===== src/hw/rtl/pps_pkg.sv =====
`default_nettype none

package pps_pkg;

   // Field widths of the item formats
   localparam int unsigned SLOT_FIELD_W = 4;
   localparam int unsigned ARR_W        = 16;
   localparam int unsigned BURST_W      = 16;
   localparam int unsigned PRIO_W       = 8;
   localparam int unsigned TOUT_W       = 16;

   // Packed widths on the stream ports
   localparam int unsigned REQ_DATA_W = 48;
   localparam int unsigned RSP_DATA_W = 40;

   // Item kinds carried in req_tuser
   typedef enum logic {
      OP_LOAD = 1'b0,
      OP_TICK = 1'b1
   } opcode_type;

   // One process slot as kept in the slot memory
   typedef struct packed {
      logic [ARR_W-1:0]   arrival;
      logic [BURST_W-1:0] remaining;
      logic [PRIO_W-1:0]  prio;
   } slot_entry_type;

   // Input item after unpacking
   typedef struct packed {
      opcode_type                opcode;
      logic [SLOT_FIELD_W-1:0]   slot;
      logic [ARR_W-1:0]          arrival;
      logic [BURST_W-1:0]        burst;
      logic [PRIO_W-1:0]         prio;
   } req_item_type;

   // Result of one tick
   typedef struct packed {
      logic [TOUT_W-1:0]       time_after;
      logic [SLOT_FIELD_W-1:0] granted_slot;
      logic                    idle;
      logic [BURST_W-1:0]      left_after;
      logic                    finished;
   } rsp_item_type;

endpackage

`default_nettype wire


===== src/hw/rtl/pps_slot_mem.sv =====
`default_nettype none

module pps_slot_mem #(
   parameter int unsigned SLOTS = 16
) (
   input  wire logic                       clock,
   input  wire logic                       rd_en,
   input  wire logic [$clog2(SLOTS)-1:0]   rd_addr,
   output pps_pkg::slot_entry_type         rd_data,
   input  wire logic                       wr_en,
   input  wire logic [$clog2(SLOTS)-1:0]   wr_addr,
   input  wire pps_pkg::slot_entry_type    wr_data
);
   import pps_pkg::*;

   slot_entry_type mem_ff [SLOTS];
   slot_entry_type rd_data_ff;

   // One write port, one registered read port
   always_ff @(posedge clock) begin
      if (wr_en) begin
         mem_ff[wr_addr] <= wr_data;
      end
      if (rd_en) begin
         rd_data_ff <= mem_ff[rd_addr];
      end
   end

   assign rd_data = rd_data_ff;

endmodule

`default_nettype wire


===== src/hw/rtl/pps_ctrl.sv =====
`default_nettype none

module pps_ctrl #(
   parameter int unsigned SLOTS     = 16,
   parameter int unsigned TIME_BITS = 16
) (
   input  wire logic                  clock,
   input  wire logic                  reset,
   // input item side
   input  wire logic                  item_valid,
   output logic                       item_ready,
   input  wire pps_pkg::req_item_type item,
   // result side
   output logic                       res_valid,
   input  wire logic                  res_ready,
   output pps_pkg::rsp_item_type      res
);
   import pps_pkg::*;

   localparam int unsigned SW = $clog2(SLOTS);
   localparam int unsigned CW = (TIME_BITS > ARR_W) ? TIME_BITS : ARR_W;
   localparam logic [TIME_BITS-1:0] TIME_MAX = {TIME_BITS{1'b1}};
   localparam logic [SW-1:0] LAST_IDX = SW'(SLOTS - 1);

   typedef enum logic [3:0] {
      ST_IDLE = 4'b0001,
      ST_SCAN = 4'b0010,
      ST_LAST = 4'b0100,
      ST_DONE = 4'b1000
   } state_type;

   state_type            state_ff, state_in;
   logic [SW-1:0]        cnt_ff, cnt_in;
   logic                 cand_vld_ff, cand_vld_in;
   logic [SW-1:0]        cand_idx_ff, cand_idx_in;
   logic                 found_ff, found_in;
   logic [SW-1:0]        best_idx_ff, best_idx_in;
   slot_entry_type       best_ff, best_in;
   logic [SLOTS-1:0]     pend_ff, pend_in;
   logic [TIME_BITS-1:0] time_ff, time_in;

   logic                 rd_en;
   slot_entry_type       rd_data;
   logic                 wr_en;
   logic [SW-1:0]        wr_addr;
   slot_entry_type       wr_data;

   logic                 accept;
   logic                 load_hit;
   logic [SW-1:0]        load_idx;
   logic                 cand_take;
   logic [BURST_W-1:0]   rem_new;
   logic [TIME_BITS-1:0] time_next;
   logic                 finish;

   pps_slot_mem #(
      .SLOTS(SLOTS)
   ) u_mem (
      .clock   (clock),
      .rd_en   (rd_en),
      .rd_addr (cnt_ff),
      .rd_data (rd_data),
      .wr_en   (wr_en),
      .wr_addr (wr_addr),
      .wr_data (wr_data)
   );

   assign item_ready = (state_ff == ST_IDLE);
   assign accept     = item_valid && item_ready;
   assign load_hit   = (int'(item.slot) < SLOTS);
   assign load_idx   = SW'(item.slot);

   // Candidate arriving from memory: pending, arrived, strictly better
   assign cand_take = cand_vld_ff && pend_ff[cand_idx_ff]
                      && (CW'(rd_data.arrival) <= CW'(time_ff))
                      && (!found_ff || (rd_data.prio > best_ff.prio));

   // Grant arithmetic for the winner
   assign rem_new   = (best_ff.remaining != '0) ? best_ff.remaining - 1'b1
                                                : best_ff.remaining;
   assign finish    = found_ff && (rem_new == '0);
   assign time_next = (time_ff == TIME_MAX) ? time_ff : time_ff + 1'b1;

   assign rd_en     = (state_ff == ST_SCAN);
   assign res_valid = (state_ff == ST_DONE);

   // Memory write: load in idle, write-back of the winner at the end
   always_comb begin
      wr_en   = 1'b0;
      wr_addr = load_idx;
      wr_data = '{arrival: item.arrival, remaining: item.burst, prio: item.prio};
      if (accept && item.opcode == OP_LOAD && load_hit) begin
         wr_en = 1'b1;
      end else if (state_ff == ST_DONE && res_ready && found_ff) begin
         wr_en   = 1'b1;
         wr_addr = best_idx_ff;
         wr_data = '{arrival: best_ff.arrival, remaining: rem_new, prio: best_ff.prio};
      end
   end

   // Result fields
   always_comb begin
      res.time_after   = TOUT_W'(time_next);
      res.granted_slot = found_ff ? SLOT_FIELD_W'(best_idx_ff) : '0;
      res.idle         = !found_ff;
      res.left_after   = found_ff ? rem_new : '0;
      res.finished     = finish;
   end

   // Sequencer
   always_comb begin
      state_in    = state_ff;
      cnt_in      = cnt_ff;
      cand_vld_in = 1'b0;
      cand_idx_in = cnt_ff;
      found_in    = found_ff;
      best_idx_in = best_idx_ff;
      best_in     = best_ff;
      pend_in     = pend_ff;
      time_in     = time_ff;

      if (cand_take) begin
         found_in    = 1'b1;
         best_idx_in = cand_idx_ff;
         best_in     = rd_data;
      end

      case (state_ff)
         ST_IDLE: begin
            if (accept) begin
               if (item.opcode == OP_TICK) begin
                  state_in = ST_SCAN;
                  cnt_in   = '0;
                  found_in = 1'b0;
               end else if (load_hit) begin
                  pend_in[load_idx] = (item.burst != '0);
               end
            end
         end
         ST_SCAN: begin
            cand_vld_in = 1'b1;
            if (cnt_ff == LAST_IDX) begin
               state_in = ST_LAST;
            end else begin
               cnt_in = cnt_ff + 1'b1;
            end
         end
         ST_LAST: begin
            state_in = ST_DONE;
         end
         ST_DONE: begin
            if (res_ready) begin
               state_in = ST_IDLE;
               time_in  = time_next;
               if (finish) begin
                  pend_in[best_idx_ff] = 1'b0;
               end
            end
         end
         default: begin
            state_in = ST_IDLE;
         end
      endcase
   end

   always_ff @(posedge clock) begin
      if (reset) begin
         state_ff    <= ST_IDLE;
         cnt_ff      <= '0;
         cand_vld_ff <= 1'b0;
         found_ff    <= 1'b0;
         pend_ff     <= '0;
         time_ff     <= '0;
      end else begin
         state_ff    <= state_in;
         cnt_ff      <= cnt_in;
         cand_vld_ff <= cand_vld_in;
         found_ff    <= found_in;
         pend_ff     <= pend_in;
         time_ff     <= time_in;
      end
   end

   // Scan payload, no reset needed
   always_ff @(posedge clock) begin
      cand_idx_ff <= cand_idx_in;
      best_idx_ff <= best_idx_in;
      best_ff     <= best_in;
   end

endmodule

`default_nettype wire


===== src/hw/rtl/preemptive_priority_scheduler_core.sv =====
`default_nettype none

// Channel  Direction  tdata (low bit up)                         tuser
// req_     in         slot[3:0] arrival[19:4] burst[35:20]        opcode
//                     prio[43:36], zero fill to 48
// rsp_     out        time_after[15:0] granted_slot[19:16]        idle
//                     left_after[35:20] finished[36], zero fill to 40
//
// A load item gives no result.
// A tick item makes one memory read per slot through the single read port of
// the slot memory, then passes one compare stage and one write-back.
// Synchronous active-high reset clears the pending flags and the time; the
// slot memory holds no reset value since only pending slots are ever used.
// The result register frees the next item unless a held result still waits on rsp_tready.

module preemptive_priority_scheduler_core #(
   parameter int unsigned SLOTS     = 16,
   parameter int unsigned TIME_BITS = 16
) (
   input  wire logic                              clock,
   input  wire logic                              reset,
   input  wire logic                              req_tvalid,
   output logic                                   req_tready,
   input  wire logic [pps_pkg::REQ_DATA_W-1:0]    req_tdata,  // slot, arrival, burst, prio
   input  wire logic                              req_tuser,  // opcode
   output logic                                   rsp_tvalid,
   input  wire logic                              rsp_tready,
   output logic [pps_pkg::RSP_DATA_W-1:0]         rsp_tdata,  // time_after, granted_slot,
                                                              // left_after, finished
   output logic                                   rsp_tuser   // idle
);
   import pps_pkg::*;

   req_item_type item;
   logic         res_valid;
   logic         res_ready;
   rsp_item_type res;
   logic         out_vld_ff, out_vld_in;
   rsp_item_type out_ff;

   // Unpack the input item
   always_comb begin
      item.opcode  = opcode_type'(req_tuser);
      item.slot    = req_tdata[3:0];
      item.arrival = req_tdata[19:4];
      item.burst   = req_tdata[35:20];
      item.prio    = req_tdata[43:36];
   end

   pps_ctrl #(
      .SLOTS     (SLOTS),
      .TIME_BITS (TIME_BITS)
   ) u_ctrl (
      .clock      (clock),
      .reset      (reset),
      .item_valid (req_tvalid),
      .item_ready (req_tready),
      .item       (item),
      .res_valid  (res_valid),
      .res_ready  (res_ready),
      .res        (res)
   );

   // Output register
   assign res_ready = !out_vld_ff || rsp_tready;

   always_comb begin
      out_vld_in = out_vld_ff;
      if (res_valid && res_ready) begin
         out_vld_in = 1'b1;
      end else if (rsp_tready) begin
         out_vld_in = 1'b0;
      end
   end

   always_ff @(posedge clock) begin
      if (reset) begin
         out_vld_ff <= 1'b0;
      end else begin
         out_vld_ff <= out_vld_in;
      end
   end

   always_ff @(posedge clock) begin
      if (res_valid && res_ready) begin
         out_ff <= res;
      end
   end

   // Pack the result item
   assign rsp_tvalid = out_vld_ff;
   assign rsp_tuser  = out_ff.idle;
   assign rsp_tdata  = {3'b000, out_ff.finished, out_ff.left_after,
                        out_ff.granted_slot, out_ff.time_after};

endmodule

`default_nettype wire


===== config.mk =====
export PLATFORM = sky130hd
export DESIGN_NAME = preemptive_priority_scheduler_core
export DESIGN_NICKNAME = d
export VERILOG_FILES = /design/src/hw/rtl/pps_pkg.sv /design/src/hw/rtl/pps_slot_mem.sv /design/src/hw/rtl/pps_ctrl.sv /design/src/hw/rtl/preemptive_priority_scheduler_core.sv
export SDC_FILE = /design/constraint.sdc
export NUM_CORES = 1
export LEC_CHECK = 0
export BUFFER_PORTS_ARGS = -buffer_cell sky130_fd_sc_hd__buf_2
export CAP_MARGIN = 20
export CORE_AREA = 2 2 238 240
export CTS_CLUSTER_SIZE = 20
export DETAILED_ROUTE_END_ITERATION = 12
export DIE_AREA = 0 0 240 242
export PLACE_DENSITY = 0.76
export SLEW_MARGIN = 20
export SYNTH_ARGS = -nofsm -noshare
export SYNTH_HDL_FRONTEND = slang
export SYNTH_SLANG_ARGS = --single-unit

===== constraint.sdc =====
create_clock -name clock -period 24.1 [get_ports clock]
set_clock_uncertainty 0.05 [all_clocks]
set_input_delay 1.205 -clock clock [delete_from_list [all_inputs] [get_ports clock]]
set_output_delay 1.205 -clock clock [all_outputs]
set_load 0.005 [all_outputs]

## Yosys cells after proc, flatten, opt, wreduce, memory -nomap -nowiden

Memory sizes are Yosys's and may differ from the RTL's. A register that Yosys moved wholly into a read port is not among the register bits.
Cells that the tools add are included.

| operators by class | value |
|---|---|
| add/sub/neg operators | 3 |
| multiply operators | 0 |
| div/mod/pow operators | 0 |
| $lt $le $gt $ge | 7 |
| equality and inequality tests | 13 |
| shift operators | 0 |
| mux-type cells | 38 |
| bitwise gates (word level) | 3 |
| reduce and logical (&&, ||, !) cells | 24 |

Operators with widths:

| operator | count |
|---|---|
| $mux 16 | 6 |
| $mux 40 | 2 |
| $mux 4 | 9 |
| $pmux 16 s2 | 1 |
| $reduce_bool 16->1 | 2 |
| $add 16x1->16 const B | 1 |
| $and 16x16->16 | 1 |
| $bwmux 16 | 1 |
| $eq 16x16->1 const B | 1 |
| $le 16x16->1 | 1 |
| $logic_not 16->1 | 1 |
| $not 16->16 | 1 |
| $pmux 4 s4 | 1 |
| $sub 16x1->16 const B | 1 |
| $lt 4x5->1 const B | 3 |
| $mux 1 | 14 |
| $logic_and 1x1->1 | 10 |
| $ne 2x2->1 const B | 5 |
| $demux 1 s4 | 2 |
| $eq 4x4->1 const B | 2 |
| $ge 4x1->1 const B | 2 |
| $gt 8x8->1 | 1 |
| $pmux 4 s2 | 1 |
| $reduce_and 4->1 | 2 |
| other kinds (12) | 17 |

| storage, ports and cells | value |
|---|---|
| bits in registers | 129 |
| latch bits | 0 |
| memory bits (writable) | 640 |
| memory bits (read-only) | 0 |
| input port bits | 53 |
| output and inout port bits | 43 |
| logic and storage cells | 106 |
| memories kept | 1 |

Memories:

| name | words | bits a word | rd ports | clocked after memory_dff | write ports | line | RTL |
|---|---|---|---|---|---|---|---|
| u_ctrl.u_mem.mem_ff | 16 | 40 | 1 | 1 | 1 | pps_slot_mem.sv:16 | `slot_entry_type mem_ff [SLOTS];` |

## Depth between registers and ports, before layout

| logic depth | value |
|---|---|
| depth in word-level cells | 9 |
| mapped depth | 12 |
| mapped depth without buffers | 10 |

## Hierarchy

From an unflattened synthesis, not the netlist that was laid out.

| second synthesis, totals | value |
|---|---|
| cells, all modules | 1781 |
| area total of the unflattened synthesis | 32795.2 µm² |

By module, submodules not included:

| module | instances | cells each | area each (µm²) | seq. area each (µm²) |
|---|---|---|---|---|
| pps_slot_mem | 1 | 1040 | 25532.0 | 20419.6 |
| pps_ctrl | 1 | 694 | 6040.8 | 2242.2 |
| preemptive_priority_scheduler_core | 1 | 47 | 1222.4 | 1161.1 |

## Worst setup path before layout

No wires, ideal clock.

| path | value |
|---|---|
| path kind | register to register |
| start point | register u_ctrl.time_ff[9] |
| end point | register u_ctrl.best_ff[0] (netlist name) (enable) |
| library setup time | 0.681 ns |
| arrival | 8.593 ns |
| data required time | 23.369 ns |
| setup slack | 14.776 ns |
| stages on the path, launching flop included | 11 |
| buffers on the path | 0 |
| clock period less this slack | 9.324 ns |
| cell sequence | dfxtp_1 -> inv_1 -> ha_1 -> a21o_1 -> a21o_1 -> a21oi_1 -> o21ai_0 -> a31o_2 -> nor2_1 -> a211oi_1 -> a2111oi_0 |

| between the ends | value |
|---|---|
| longest elaborated chain between the ends | 3 |

Ends and longest elaborated chain:

| item | line | RTL |
|---|---|---|
| from (decl) | pps_ctrl.sv:40 | `logic [TIME_BITS-1:0] time_ff, time_in;` |
| from (signal assigned) | pps_ctrl.sv:180 | `time_ff <= time_in;` |
| $le 16x16->1 | pps_ctrl.sv:75 | `&& (CW'(rd_data.arrival) <= CW'(time_ff))` |
| $logic_and 1x1->1 | pps_ctrl.sv:75 |  |
| $logic_and 1x1->1 | pps_ctrl.sv:76 | `&& (!found_ff \|\| (rd_data.prio > best_ff.prio));` |
| via u_ctrl.cand_take | pps_ctrl.sv:51 | `logic cand_take;` |
| to (signal assigned) | pps_ctrl.sv:188 | `best_ff <= best_in;` |
| to (decl) | pps_ctrl.sv:38 | `slot_entry_type best_ff, best_in;` |

The timed path passes the listed nets, and every way through them passes these cells.
A chain may end at the register's enable or synchronous reset.

## Worst setup path after layout

| path | value |
|---|---|
| start point | register u_ctrl.best_ff[8] (netlist name) |
| end point | register u_ctrl.pend_ff[10] |

| between the ends | value |
|---|---|
| longest elaborated chain between the ends | 6 |
| elaborated cells between the ends (all ways) | 7 |
| classes of those cells | add/sub: 1; eq/ne: 1; mux: 1; reduce/logical: 4 |

Ends and longest elaborated chain:

| item | line | RTL |
|---|---|---|
| $sub 16x1->16 or $reduce_bool 16->1 (tied branches) | pps_ctrl.sv:79 | `assign rem_new = (best_ff.remaining != '0) ? best_ff.remaining - 1'b1` |
| $mux 16 * | pps_ctrl.sv:79 |  |
| $logic_not 16->1 * | pps_ctrl.sv:81 | `assign finish = found_ff && (rem_new == '0);` |
| $logic_and 1x1->1 * | pps_ctrl.sv:81 |  |
| $ne 2x1->1 (no line) * | n/a |  |
| $reduce_and 5->1 (no line) * | n/a |  |
| to (signal assigned) | pps_ctrl.sv:179 | `pend_ff <= pend_in;` |
| to (decl) | pps_ctrl.sv:39 | `logic [SLOTS-1:0] pend_ff, pend_in;` |

Every way passes the cells marked *; elsewhere a longest branch is shown, timed or not.

==> flow_summary.json <==
{
  "vias_per_cell": 6.39,
  "synthFlopType": "edfxtp_1",
  "yosys_warnings": 0,
  "layout.cells.non_filler": 2632,
  "via_count": 16826,
  "dieArea_sq_um": 58100,
  "grt_pass1_wl_um": 108000,
  "numCtsBuffers": 80,
  "highest_layer": "met4",
  "hold_viol_final": 0,
  "io_buffers": 88,
  "num_antenna_cells": 0,
  "clk_latency_ns": 0.61,
  "async_reset_ff_share_pct": 0,
  "fmax_ghz": 0.230,
  "rsz0062_at_grt": "false",
  "postRouteAntennaNets": 0,
  "cp_data_arrival_time_ns": 4.78,
  "fillers": 3583,
  "syn_to_final_growth_pct": 12.4,
  "avgRoutedWirePerCell_um": 27.4,
  "critPathRequiredTime_ns": 24.53,
  "ys_types": 63,
  "fin_crit_ns": 4.35,
  "route.met3.wl_um": 5460,
  "h-tree-depth": 3,
  "slew_violations": 0,
  "grt_pass1_vias": 17044,
  "period_share_pct": 18.1,
  "clk_path_buf_depth": 3,
  "fin_tns_setup_ns": 0,
  "wirelength_um": 72000,
  "io_pins": 96,
  "slew-limit-headroom_pct": 29.7,
  "place_congestion": 0.874,
  "path_clk_slew_ns": 0.06,
  "dieHeight_um": 242,
  "dr_wl_met2_um": 37300,
  "root_buffer": "clkbuf_16",
  "setup_viol": 0,
  "dr.pass1.iters": 5,
  "synth-seq-cells": 809,
  "synth-edff-count": 762,
  "synthCells": 1684,
  "outcome": "finished clean",
  "path_cells": "inv_1 > ha_1 > nor2b_1 > nand4b_1 > a21oi_1 > o2111ai_1 > nor4_2 > nand3_1 > nand4b_1 > nand3_1",
  "tightest_slew_ns": 1.05,
  "dp_hpwl_um": 36000,
  "cpMaxStageDelayCell": "nand3_1",
  "ir_worst_vdd_mv": 0.0506,
  "drt_iter0_drc": 1874,
  "met1_length_um": 27500,
  "die_x_um": 240,
  "cts_setup_buffers": 0,
  "yosysSeqAreaShare_pct": 73.4,
  "cts.sinks": 809,
  "antenna_found_initial": 0,
  "placed_cells": 2491,
  "cts_tree": "built",
  "grt_usage_pct": 25.4,
  "initial_core_util_pct": 58.2,
  "p_leak_uw": 0.0114,
  "ctsHoldBuffers": 0,
  "cp-start-kind": "flip-flop",
  "avgSynthCellArea_sq_um": 19.3,
  "end_kind": "flip-flop",
  "grt_max_degree": 111,
  "grt_overflow_total": 0,
  "powerDensity_nw_per_um2": 77.7,
  "netlist_area_sq_um": 32500,
  "drive_above_1_share_pct": 27.8,
  "crit_type": "reg2reg",
  "drcViolationCount": 0,
  "post_cts_resized": 0,
  "min_path_type": "reg2reg",
  "core_area_sq_um": 55700,
  "slowest_delay_ns": 0.65,
  "std_cell_rows": 87,
  "final_net_count": 1897,
  "drv_cap": 0,
  "worstPathMaxFanout": 16
}
## per-stage QoR
stage	hold slack [ns]	cell area [sq um]	utilization, %	power, uW	setup slack [ns]
global placement	0.358	34000	61.0	1690	19.99
CTS	0.375	36500	65.4	2850	19.89
global route	0.376	36500	65.4	2910	19.37
finish	0.376	36500	65.4	2830	19.75
floorplan	0.279	32500	-	1660	14.78
detailed placement	0.356	34000	61.0	1690	19.90
## cell usage in the layout, fill, tap and decap left out, types with 34 or more instances in the layout
master	n
o21ai_0	53
edfxtp_1	762
nand3_1	34
dfxtp_1	43
nand2_1	66
a21oi_1	46
nor2_1	53
clkbuf_16	84
mux4_2	204
buf_4	45
buf_2	89
## flip-flops by register name, indices dropped and copies added, names as in the netlist
signal,count
u_ctrl.time_ff,16
u_ctrl.best_idx_ff,4
u_ctrl.u_mem.mem_ff,640
u_ctrl.best_ff,40
rsp_tuser,1
rsp_tdata,37
u_ctrl.pend_ff,16
rsp_tvalid,1
u_ctrl.cand_idx_ff,4
u_ctrl.found_ff,1
u_ctrl.u_mem.rd_data,40
u_ctrl.cand_idx_in,4
u_ctrl.state_ff,4
u_ctrl.cand_vld_ff,1
## critical path: cells and delay by family, from the launching register on
family,cells,cell delay [ns]
flops,1,0.53
compound gates,2,0.79
fa+ha+maj,1,0.26
simple gates,6,2.41
buf+inv,1,0.17
## worst paths after layout
kind	start	to	slack, ns	cells after the start
max	u_ctrl.best_ff[8]	u_ctrl.pend_ff[10]	19.75	10
min reg2reg	u_ctrl.u_mem.rd_data[8]	u_ctrl.best_ff[8]	0.38	0
min	u_ctrl.u_mem.rd_data[8]	u_ctrl.best_ff[8]	0.38	0
max reg2reg	u_ctrl.best_ff[8]	u_ctrl.pend_ff[10]	19.75	10
## cells by family after synthesis
logic type / count (synthesis) / share of synthesized area [%]
buffers and inverters: 119 / 1.47
other: 1 / 0.0116
AND/OR/NAND/NOR: 315 / 5.38
flip-flops: 809 / 73.4
adder cells (fa/ha/maj): 27 / 1.04
XOR/XNOR: 31 / 0.837
multiplexers: 228 / 15.0
AO/OA/AOI/OAI: 154 / 2.89
## synthesized netlist by cell type, drive strengths merged (5+ instances only)
cell type	n	area share, %
a21o	6	0.14
a21oi	47	0.74
a31oi	5	0.096
and2	11	0.21
and3	7	0.13
buf	18	0.30
clkbuf	68	0.79
dfxtp	47	2.9
edfxtp	762	70
ha	27	1.0
inv	32	0.37
mux2	20	0.69
mux4	204	14
nand2	67	0.77
nand2b	8	0.15
nand3	35	0.56
nand4	15	0.29
nand4b	17	0.46
nor2	70	0.81
nor2b	10	0.19
nor3	12	0.23
nor4	11	0.28
o21ai	55	0.85
o22ai	8	0.15
o31a	7	0.19
or3	5	0.096
or3b	17	0.47
or4	17	0.39
xnor2	25	0.67
xor2	6	0.16
## power breakdown
part | total, uW | switching (uW) | internal [uW]
clock | 1170 | 506 | 667
sequential | 1550 | 7.60 | 1550
combinational | 108 | 57.8 | 50.2
total | 2830 | 572 | 2260
## area by class of cell
| class | instances | area, sq um | share of cell area (%) |
|---|---|---|---|
| Inverter | 33 | 124 | 0.340 |
| Sequential cell | 809 | 23800 | 65.4 |
| Tap cell | 756 | 946 | 2.59 |
| Timing Repair Buffer | 135 | 803 | 2.20 |
| Clock buffer | 100 | 2160 | 5.93 |
| Multi-Input combinational cell | 758 | 8320 | 22.8 |
| Clock inverter | 41 | 282 | 0.772 |
## per-layer routing
| metal | track usage (%) | vias up |
|---|---|---|
| li1 | - | 7155 |
| met1 | 34.6 | 8748 |
| met2 | 42.5 | 798 |
| met3 | 3.91 | 125 |
| met4 | 8.31 | 0 |
| met5 | 0 | - |
(Power assumes the default switching activity.)
